--- src/rmsh_pkg.sv ---
// Package for the ring median seam height block.
// Holds the word types, the height and rank types and the register indexes.
// It depends on nothing else.
package rmsh_pkg;

    localparam int NUM_NB = 8;
    localparam int HEIGHT_W = 24;
    localparam int MAX_GRID_SIDE = 4096;

    typedef logic signed [HEIGHT_W-1:0] t_height;
    typedef logic [2:0] t_rank;
    typedef logic [3:0] t_count;

    localparam logic [1:0] CFG_GRID_WIDTH = 2'd0;
    localparam logic [1:0] CFG_GRID_DEPTH = 2'd1;
    localparam logic [1:0] CFG_AGREE_TOL = 2'd2;

    typedef struct packed {
        logic [11:0] cell_x;
        logic [11:0] cell_z;
        logic [7:0]  neighbor_valid;
        t_height     height_0;
        t_height     height_1;
        t_height     height_2;
        t_height     height_3;
        t_height     height_4;
        t_height     height_5;
        t_height     height_6;
        t_height     height_7;
    } t_in_word;

    typedef struct packed {
        logic    resolved;
        t_height seam_height;
    } t_out_word;

endpackage

--- src/rmsh_rank_lane.sv ---
// One sort lane: finds the rank of its own height among the valid heights.
// Equal heights are ordered by neighbor position. Uses rmsh_pkg.
module rmsh_rank_lane (
    input  rmsh_pkg::t_rank   i_lane,
    input  rmsh_pkg::t_height i_self,
    input  rmsh_pkg::t_height i_heights [rmsh_pkg::NUM_NB],
    input  logic [7:0]        i_mask,
    output rmsh_pkg::t_rank   o_rank
);

    logic [3:0] cnt;

    always_comb begin
        cnt = 4'd0;
        for (int j = 0; j < rmsh_pkg::NUM_NB; j++) begin
            if (i_mask[j] && (3'(j) != i_lane) &&
                ((i_heights[j] < i_self) ||
                 ((i_heights[j] == i_self) && (3'(j) < i_lane)))) begin
                cnt = cnt + 4'd1;
            end
        end
    end

    assign o_rank = cnt[2:0];

endmodule

--- src/rmsh_merge.sv ---
// Merge stage: picks the middle one or two heights from the lane ranks
// and forms the median with a truncating arithmetic shift. Uses rmsh_pkg.
module rmsh_merge (
    input  logic              i_clk,
    input  logic              i_rst_n,
    input  logic              i_valid,
    input  rmsh_pkg::t_height i_heights [rmsh_pkg::NUM_NB],
    input  rmsh_pkg::t_rank   i_ranks [rmsh_pkg::NUM_NB],
    input  logic [7:0]        i_mask,
    input  rmsh_pkg::t_count  i_cnt,
    output rmsh_pkg::t_height o_median
);

    rmsh_pkg::t_count lo_rank;
    rmsh_pkg::t_count hi_rank;
    logic [7:0] sel_lo;
    logic [7:0] sel_hi;
    logic [23:0] lo_val;
    logic [23:0] hi_val;
    logic signed [24:0] sum;

    assign hi_rank = i_cnt >> 1;
    assign lo_rank = i_cnt[0] ? hi_rank : hi_rank - 4'd1;

    always_comb begin
        lo_val = '0;
        hi_val = '0;
        for (int k = 0; k < rmsh_pkg::NUM_NB; k++) begin
            sel_lo[k] = i_mask[k] && ({1'b0, i_ranks[k]} == lo_rank);
            sel_hi[k] = i_mask[k] && ({1'b0, i_ranks[k]} == hi_rank);
            lo_val = lo_val | (i_heights[k] & {24{sel_lo[k]}});
            hi_val = hi_val | (i_heights[k] & {24{sel_hi[k]}});
        end
    end

    assign sum = {lo_val[23], lo_val} + {hi_val[23], hi_val};
    assign o_median = sum[24:1];

    // Ranks of valid lanes are distinct, so each middle rank names one lane.
    a_lo_onehot: assert property (@(posedge i_clk) disable iff (!i_rst_n)
        (i_valid && i_cnt >= 4'd5) |-> $onehot(sel_lo))
        else $error("lower middle rank not held by exactly one lane");

    a_hi_onehot: assert property (@(posedge i_clk) disable iff (!i_rst_n)
        (i_valid && i_cnt >= 4'd5) |-> $onehot(sel_hi))
        else $error("upper middle rank not held by exactly one lane");

endmodule

--- src/rmsh_agree_lane.sv ---
// One consensus lane: checks whether its height lies within the tolerance
// of the median. Uses rmsh_pkg.
module rmsh_agree_lane (
    input  rmsh_pkg::t_height i_height,
    input  logic              i_valid,
    input  rmsh_pkg::t_height i_median,
    input  logic [15:0]       i_tol,
    output logic              o_near
);

    logic signed [24:0] diff;
    logic [24:0] mag;

    assign diff = {i_height[23], i_height} - {i_median[23], i_median};
    assign mag = diff[24] ? 25'(-diff) : 25'(diff);
    assign o_near = i_valid && (mag <= {9'd0, i_tol});

endmodule

--- src/ring_median_seam_height_top.sv ---
// Top level of the ring median seam height block.
// Instantiates the rank lanes, the merge stage and the consensus lanes; uses rmsh_pkg.
//
// The block takes one word per clock while o_in_ready is high and returns one word
// per input word, in order. It is a four-stage pipeline: eight rank lanes, the median
// merge, eight consensus lanes, then the count check into the output register; a word
// moves through the stage 1, 2 and 3 registers into the output register. A stall on
// the output backs up stage by stage, and a new word is accepted whenever the first
// stage can move. The user must write configuration through i_cfg_wr_en, i_cfg_idx
// and i_cfg_data only while idle; the block itself does not enforce this.
module ring_median_seam_height_top (
    input  logic                i_clk,
    input  logic                i_rst_n,
    input  logic                i_cfg_wr_en,
    input  logic [1:0]          i_cfg_idx,
    input  logic [15:0]         i_cfg_data,
    input  logic                i_in_valid,
    output logic                o_in_ready,
    input  rmsh_pkg::t_in_word  i_in_word,
    output logic                o_out_valid,
    input  logic                i_out_ready,
    output rmsh_pkg::t_out_word o_out_word
);

    logic [12:0] r_grid_width;
    logic [12:0] r_grid_depth;
    logic [15:0] r_tol;

    always_ff @(posedge i_clk) begin
        if (!i_rst_n) begin
            r_grid_width <= 13'd256;
            r_grid_depth <= 13'd256;
            r_tol <= 16'd128;
        end else if (i_cfg_wr_en) begin
            unique case (i_cfg_idx)
                rmsh_pkg::CFG_GRID_WIDTH: r_grid_width <= i_cfg_data[12:0];
                rmsh_pkg::CFG_GRID_DEPTH: r_grid_depth <= i_cfg_data[12:0];
                rmsh_pkg::CFG_AGREE_TOL:  r_tol <= i_cfg_data;
                default: ;
            endcase
        end
    end

    logic adv1;
    logic adv2;
    logic adv3;
    logic adv4;
    logic r_s1_v;
    logic r_s2_v;
    logic r_s3_v;
    logic r_out_v;

    assign adv4 = !r_out_v || i_out_ready;
    assign adv3 = !r_s3_v || adv4;
    assign adv2 = !r_s2_v || adv3;
    assign adv1 = !r_s1_v || adv2;
    assign o_in_ready = adv1;
    assign o_out_valid = r_out_v;

    // Input unpacking and border test.
    rmsh_pkg::t_height in_h [rmsh_pkg::NUM_NB];
    logic [12:0] w_eff;
    logic [12:0] d_eff;
    logic border;
    rmsh_pkg::t_rank ranks [rmsh_pkg::NUM_NB];

    assign in_h[0] = i_in_word.height_0;
    assign in_h[1] = i_in_word.height_1;
    assign in_h[2] = i_in_word.height_2;
    assign in_h[3] = i_in_word.height_3;
    assign in_h[4] = i_in_word.height_4;
    assign in_h[5] = i_in_word.height_5;
    assign in_h[6] = i_in_word.height_6;
    assign in_h[7] = i_in_word.height_7;

    assign w_eff = (r_grid_width > 13'(rmsh_pkg::MAX_GRID_SIDE)) ?
                   13'(rmsh_pkg::MAX_GRID_SIDE) : r_grid_width;
    assign d_eff = (r_grid_depth > 13'(rmsh_pkg::MAX_GRID_SIDE)) ?
                   13'(rmsh_pkg::MAX_GRID_SIDE) : r_grid_depth;
    assign border = (i_in_word.cell_x == 12'd0) || (i_in_word.cell_z == 12'd0) ||
                    (({2'b0, i_in_word.cell_x} + 14'd1) >= {1'b0, w_eff}) ||
                    (({2'b0, i_in_word.cell_z} + 14'd1) >= {1'b0, d_eff});

    for (genvar g = 0; g < rmsh_pkg::NUM_NB; g++) begin : g_rank
        rmsh_rank_lane u_rank (
            .i_lane    (3'(g)),
            .i_self    (in_h[g]),
            .i_heights (in_h),
            .i_mask    (i_in_word.neighbor_valid),
            .o_rank    (ranks[g])
        );
    end

    // Stage 1 registers.
    rmsh_pkg::t_height r_s1_h [rmsh_pkg::NUM_NB];
    rmsh_pkg::t_rank   r_s1_rank [rmsh_pkg::NUM_NB];
    logic [7:0]        r_s1_mask;
    rmsh_pkg::t_count  r_s1_cnt;
    logic              r_s1_border;

    always_ff @(posedge i_clk) begin
        if (adv1) begin
            r_s1_h <= in_h;
            r_s1_rank <= ranks;
            r_s1_mask <= i_in_word.neighbor_valid;
            r_s1_cnt <= 4'($countones(i_in_word.neighbor_valid));
            r_s1_border <= border;
        end
    end

    rmsh_pkg::t_height median;

    rmsh_merge u_merge (
        .i_clk     (i_clk),
        .i_rst_n   (i_rst_n),
        .i_valid   (r_s1_v),
        .i_heights (r_s1_h),
        .i_ranks   (r_s1_rank),
        .i_mask    (r_s1_mask),
        .i_cnt     (r_s1_cnt),
        .o_median  (median)
    );

    // Stage 2 registers.
    rmsh_pkg::t_height r_s2_h [rmsh_pkg::NUM_NB];
    logic [7:0]        r_s2_mask;
    rmsh_pkg::t_count  r_s2_cnt;
    logic              r_s2_reject;
    rmsh_pkg::t_height r_s2_median;

    always_ff @(posedge i_clk) begin
        if (adv2) begin
            r_s2_h <= r_s1_h;
            r_s2_mask <= r_s1_mask;
            r_s2_cnt <= r_s1_cnt;
            r_s2_reject <= r_s1_border || (r_s1_cnt < 4'd5);
            r_s2_median <= median;
        end
    end

    logic [7:0] near;

    for (genvar g = 0; g < rmsh_pkg::NUM_NB; g++) begin : g_agree
        rmsh_agree_lane u_agree (
            .i_height (r_s2_h[g]),
            .i_valid  (r_s2_mask[g]),
            .i_median (r_s2_median),
            .i_tol    (r_tol),
            .o_near   (near[g])
        );
    end

    // Stage 3 registers.
    logic [7:0]        r_s3_near;
    rmsh_pkg::t_count  r_s3_cnt;
    logic              r_s3_reject;
    rmsh_pkg::t_height r_s3_median;

    always_ff @(posedge i_clk) begin
        if (adv3) begin
            r_s3_near <= near;
            r_s3_cnt <= r_s2_cnt;
            r_s3_reject <= r_s2_reject;
            r_s3_median <= r_s2_median;
        end
    end

    logic [5:0] thr_sum;
    rmsh_pkg::t_count thr;
    rmsh_pkg::t_count near_cnt;
    rmsh_pkg::t_out_word n_out_word;
    rmsh_pkg::t_out_word r_out_word;

    assign thr_sum = ({2'b0, r_s3_cnt} << 1) + {2'b0, r_s3_cnt} + 6'd3;
    assign thr = thr_sum[5:2];
    assign near_cnt = 4'($countones(r_s3_near));

    always_comb begin
        n_out_word.resolved = !r_s3_reject && (near_cnt >= thr);
        n_out_word.seam_height = n_out_word.resolved ? r_s3_median : '0;
    end

    always_ff @(posedge i_clk) begin
        if (adv4) begin
            r_out_word <= n_out_word;
        end
    end

    assign o_out_word = r_out_word;

    always_ff @(posedge i_clk) begin
        if (!i_rst_n) begin
            r_s1_v <= 1'b0;
            r_s2_v <= 1'b0;
            r_s3_v <= 1'b0;
            r_out_v <= 1'b0;
        end else begin
            if (adv1) begin
                r_s1_v <= i_in_valid;
            end
            if (adv2) begin
                r_s2_v <= r_s1_v;
            end
            if (adv3) begin
                r_s3_v <= r_s2_v;
            end
            if (adv4) begin
                r_out_v <= r_s3_v;
            end
        end
    end

    a_zero_when_unresolved: assert property (@(posedge i_clk) disable iff (!i_rst_n)
        (r_out_v && !r_out_word.resolved) |-> (r_out_word.seam_height == '0))
        else $error("unresolved word carries a nonzero height");

    a_ready_when_out_empty: assert property (@(posedge i_clk) disable iff (!i_rst_n)
        !r_out_v |-> o_in_ready)
        else $error("input stalled while the output register is empty");

    a_empty_after_reset: assert property (@(posedge i_clk)
        !i_rst_n |=> !r_out_v)
        else $error("output word valid right after reset");

endmodule
--- config.mk ---
export PLATFORM = sky130hd
export DESIGN_NAME = ring_median_seam_height_top
export DESIGN_NICKNAME = d
export VERILOG_FILES = /design/src/rmsh_pkg.sv /design/src/rmsh_rank_lane.sv /design/src/rmsh_merge.sv /design/src/rmsh_agree_lane.sv /design/src/ring_median_seam_height_top.sv
export SDC_FILE = /design/constraint.sdc
export NUM_CORES = 2
export LEC_CHECK = 0
export BUFFER_PORTS_ARGS = -buffer_cell sky130_fd_sc_hd__buf_2
export CAP_MARGIN = 10
export CELL_PAD_IN_SITES_DETAIL_PLACEMENT = 0
export CELL_PAD_IN_SITES_GLOBAL_PLACEMENT = 2
export CORE_ASPECT_RATIO = 0.9
export CORE_UTILIZATION = 35
export CTS_BUF_LIST = sky130_fd_sc_hd__clkbuf_8
export CTS_CLUSTER_DIAMETER = 120
export CTS_CLUSTER_SIZE = 14
export DETAILED_ROUTE_END_ITERATION = 8
export HOLD_SLACK_MARGIN = 0.03
export PLACE_DENSITY_LB_ADDON = 0.1
export SLEW_MARGIN = 20
export SYNTH_ARGS = -nofsm -noshare
export SYNTH_HDL_FRONTEND = slang
export SYNTH_SLANG_ARGS = --single-unit
--- constraint.sdc ---
create_clock -name i_clk -period 16.4 [get_ports i_clk]
set_input_delay 3.28 -clock i_clk [delete_from_list [all_inputs] [get_ports i_clk]]
set_output_delay 3.28 -clock i_clk [all_outputs]
set_load 0.02 [all_outputs]
==> metrics <==
Worst Tran Pin Value=1280 ps; drt first pass iters=9; power share of the sequential group=0.172; final instance area=65,000 sq um; # Post-CTS Setup Buffers=0; CTS root buf=clkbuf_8; nets=8,084; cts bufs inserted=48; vias in the first global route=52,100; post-synth cell types=107; # DRC=36; DR vias=54,000; Max Fanout on Critical Path=7; drt wl/cell=31.8 um; maximum capacitance violations=0; fraction of layout cells with a size suffix above 1=0.0843; Setup crit start kind=primary input; Antenna Nets Post-Route=0; headroom to the max-slew limit=0.144; Tightest Hold Check Type=reg2reg; H-tree depth=2; die height=394 um; area of the core=169,000 sq um; Setup TNS=0 ps; Filler cells=17,300; Synth Area per Inst=9.29 sq um; CP arrival=10,330 ps; period utilization=0.599; Mapped Cells=6,441; Pins Over Slew Limit=0; hold_buf cts=0; Worst path top cell family by delay=compound AO/OA/AOI/OAI gates; clk slew on worst S/H paths=100 ps; Pint=0.00575 W; Max VDD drop=91.6 uV; clock share of power=0.069; CP max stage delay=970 ps; Final GP Congestion=0.967; first-pass GRT wire length=393,000 um; Clock Path Buffers=3; Final Hold Viols=0; Ys Warns=0; fin crit period=9830 ps; Post-DP Area=64,200 sq um; flops & latches, synth=566; row cnt=143; Cell Area, Synth=59,800 sq um; post-DP HPWL=238,000 um; Mapped Nets=7,823; register area share after synthesis=0.276; Die Area=173,000 sq um; final setup violation count=0; clock sink total=566; Async SR Flop Fraction=0; Most Frequent Cell on Critical Path=ha_1; worst-skew pair later-pin latency=800 ps; initial DRC count=5,035; port bufs=273; WP buf/inv=4; initial antenna violation count=28; Initial Util=0.353; power per cell area=185 nW/um^2; drt via density=6.01; area growth from synthesis to final layout=8.64%; Critical Path Slowest Stage Cell=a311oi_1; Net Sw Frac=0.522; leakage=28.5 nW; CTS tree=built; sw power=0.00628 W; dominant synthesized flop cell=edfxtp_1; RSZ-0062 raised after global routing=false; gr usage total=0.321; pin count of the biggest net entering global routing=119; WL final=285,000 um; failing checks=DRC; post-cts resize count=0; Die W=438 um; Fin Clk Skew=76.4 ps; maximum clock frequency=102 MHz; critical path class=in2reg; gr ovfl total=0; Comb power frac=0.759; CP required=16,900 ps; status=finished, violations left; Crit. End Element=flip-flop; IO Pins=274; Post-synth EDFFs=520
[flip-flops by register name (all words and copies together) (netlist names), 4 cells and up]
| name | count |
|---|---|
| r_s3_median | 24 |
| r_grid_width | 13 |
| r_grid_depth | 13 |
| r_s3_near | 8 |
| r_s2_median | 24 |
| r_s1_mask | 8 |
| o_out_word | 25 |
| r_s1_rank | 24 |
| r_s2_mask | 8 |
| r_s1_h | 192 |
| r_s3_cnt | 4 |
| r_s1_cnt | 4 |
| r_tol | 16 |
| r_s2_h | 192 |
| r_s2_cnt | 4 |
[worst register-to-register path, delay by kind of cell (launching register included)]
kind / cells / cell delay, ps
AOI/OAI and AO/OA: 7 / 2230
xor gates and xnor gates: 2 / 480
buffers and inverters: 1 / 260
adders and majority gates: 3 / 1130
and+or+nand+nor: 8 / 2660
DFF: 1 / 370
[routing by layer]
layer,vias to the layer above,routed length (um),track usage
li1,25200,-,-
met1,26400,121000,0.409
met2,1901,131000,0.529
met3,441,14300,0.0332
met4,10,18500,0.180
met5,-,62,0
[cells in the mapped netlist (all sizes together) (21+ instances only)]
library cell  number  area, sq um
o21bai            36          270
a21o             262         1970
xor2             138         1210
nand2b            69          434
nand4            205         1300
or3               44          277
mux2              38          428
o21a             138         1040
a31oi             44          275
nor2b            129          815
dfxtp             46          921
xnor2            242         2120
nand2            405         1520
o31a              24          211
o31ai             41          308
edfxtp           520        15600
a211o             21          184
a222oi            92          921
nor4b             25          259
or2               48          300
inv              398         1490
nor3             124          626
nor2             357         1340
o21ai            303         1520
and2              74          465
ha              1118        14000
mux2i             38          380
a22oi             52          390
a21oi            395         1980
o211ai            46          350
a211oi            55          418
nor3b             25          188
nor4              65          425
and3              71          444
clkbuf           122          458
nand3            214         1070
o2111ai           23          201
a21boi            49          368
a2111oi           21          193
[cells in the final DEF (no fill, tap or decap), types with 21 or more instances in the layout]
cell type / count
clkbuf_8: 48
o31ai_1: 41
nor4_1: 56
nand4_1: 204
a21oi_1: 395
edfxtp_1: 520
nor3_1: 122
a211oi_1: 53
xor2_1: 138
or3_1: 43
a21o_1: 262
mux2i_1: 38
ha_1: 1118
o211ai_1: 45
or2_2: 48
nand2b_1: 68
o21a_1: 138
mux2_2: 38
a22oi_1: 52
buf_4: 74
o21ai_0: 292
dfxtp_1: 46
buf_2: 274
nand2_1: 403
o21bai_1: 36
nor3b_1: 25
xnor2_1: 242
a31oi_1: 44
a222oi_1: 92
nor2_1: 355
and3_1: 71
a21boi_0: 47
o31a_1: 23
o2111ai_1: 23
and2_1: 73
nor2b_1: 128
a211o_1: 21
inv_1: 403
nand3_1: 214
[stage by stage]
stage	setup slack, ps	util	power (W)	hold slack (ps)	instances
CTS	6810	0.384	0.0120	432	8961
finish	6570	0.384	0.0120	429	8978
global placement	5180	0.379	0.0111	402	8897
detailed placement	5990	0.379	0.0111	408	8899
global route	6550	0.384	0.0130	433	8969
floorplan	4640	-	0.00850	400	6441
[path summary, 6_finish.rpt]
| check | start | endpoint | slack, ps | cells past startpoint |
|---|---|---|---|---|
| worst min-delay path | r_s2_cnt[2] | r_s3_cnt[2] | 430 | 0 |
| worst max-delay path | i_in_word[44] | r_s1_rank[4] | 6570 | 26 |
| worst max register to register | r_s2_median[0] | r_s3_near[2] | 9000 | 21 |
| worst min register to register | r_s2_cnt[2] | r_s3_cnt[2] | 430 | 0 |
[area by class of cell]
| cell class | count | area, sq um | share of cell area |
|---|---|---|---|
| Antenna cell | 17 | 42.5 | 0.000655 |
| Clock buffer | 48 | 661 | 0.0102 |
| Clock inverter | 14 | 133 | 0.00204 |
| Inverter | 399 | 1510 | 0.0232 |
| Multi-Input combinational cell | 5337 | 41300 | 0.636 |
| Sequential cell | 566 | 16500 | 0.254 |
| Tap cell | 2247 | 2810 | 0.0433 |
| Timing Repair Buffer | 350 | 1960 | 0.0301 |
[kinds of logic (layout without fill, tap and decap cells)]
| group | after synthesis | in the layout | synth area share |
|---|---|---|---|
| other | 0 | 17 | 0 |
| adders and majority gates | 1135 | 1135 | 0.240 |
| and+or+nand+nor | 1940 | 1940 | 0.170 |
| buffers and inverters | 538 | 811 | 0.0343 |
| DFF | 566 | 566 | 0.276 |
| xor gates and xnor gates | 387 | 387 | 0.0583 |
| AOI/OAI and AO/OA | 1799 | 1799 | 0.208 |
| muxes | 76 | 76 | 0.0135 |
[power by group through the flow]
| stage | combinational, W | clock, W | sequential [W] |
|---|---|---|---|
| finish | 0.00913 | 0.000831 | 0.00207 |
| global route | 0.0101 | 0.000895 | 0.00207 |
| CTS | 0.00907 | 0.000854 | 0.00206 |
| detailed placement | 0.00902 | 0 | 0.00210 |
| global placement | 0.00898 | 0 | 0.00210 |
| floorplan | 0.00654 | 0 | 0.00196 |
Note: power is estimated with default switching activity, not from simulation.
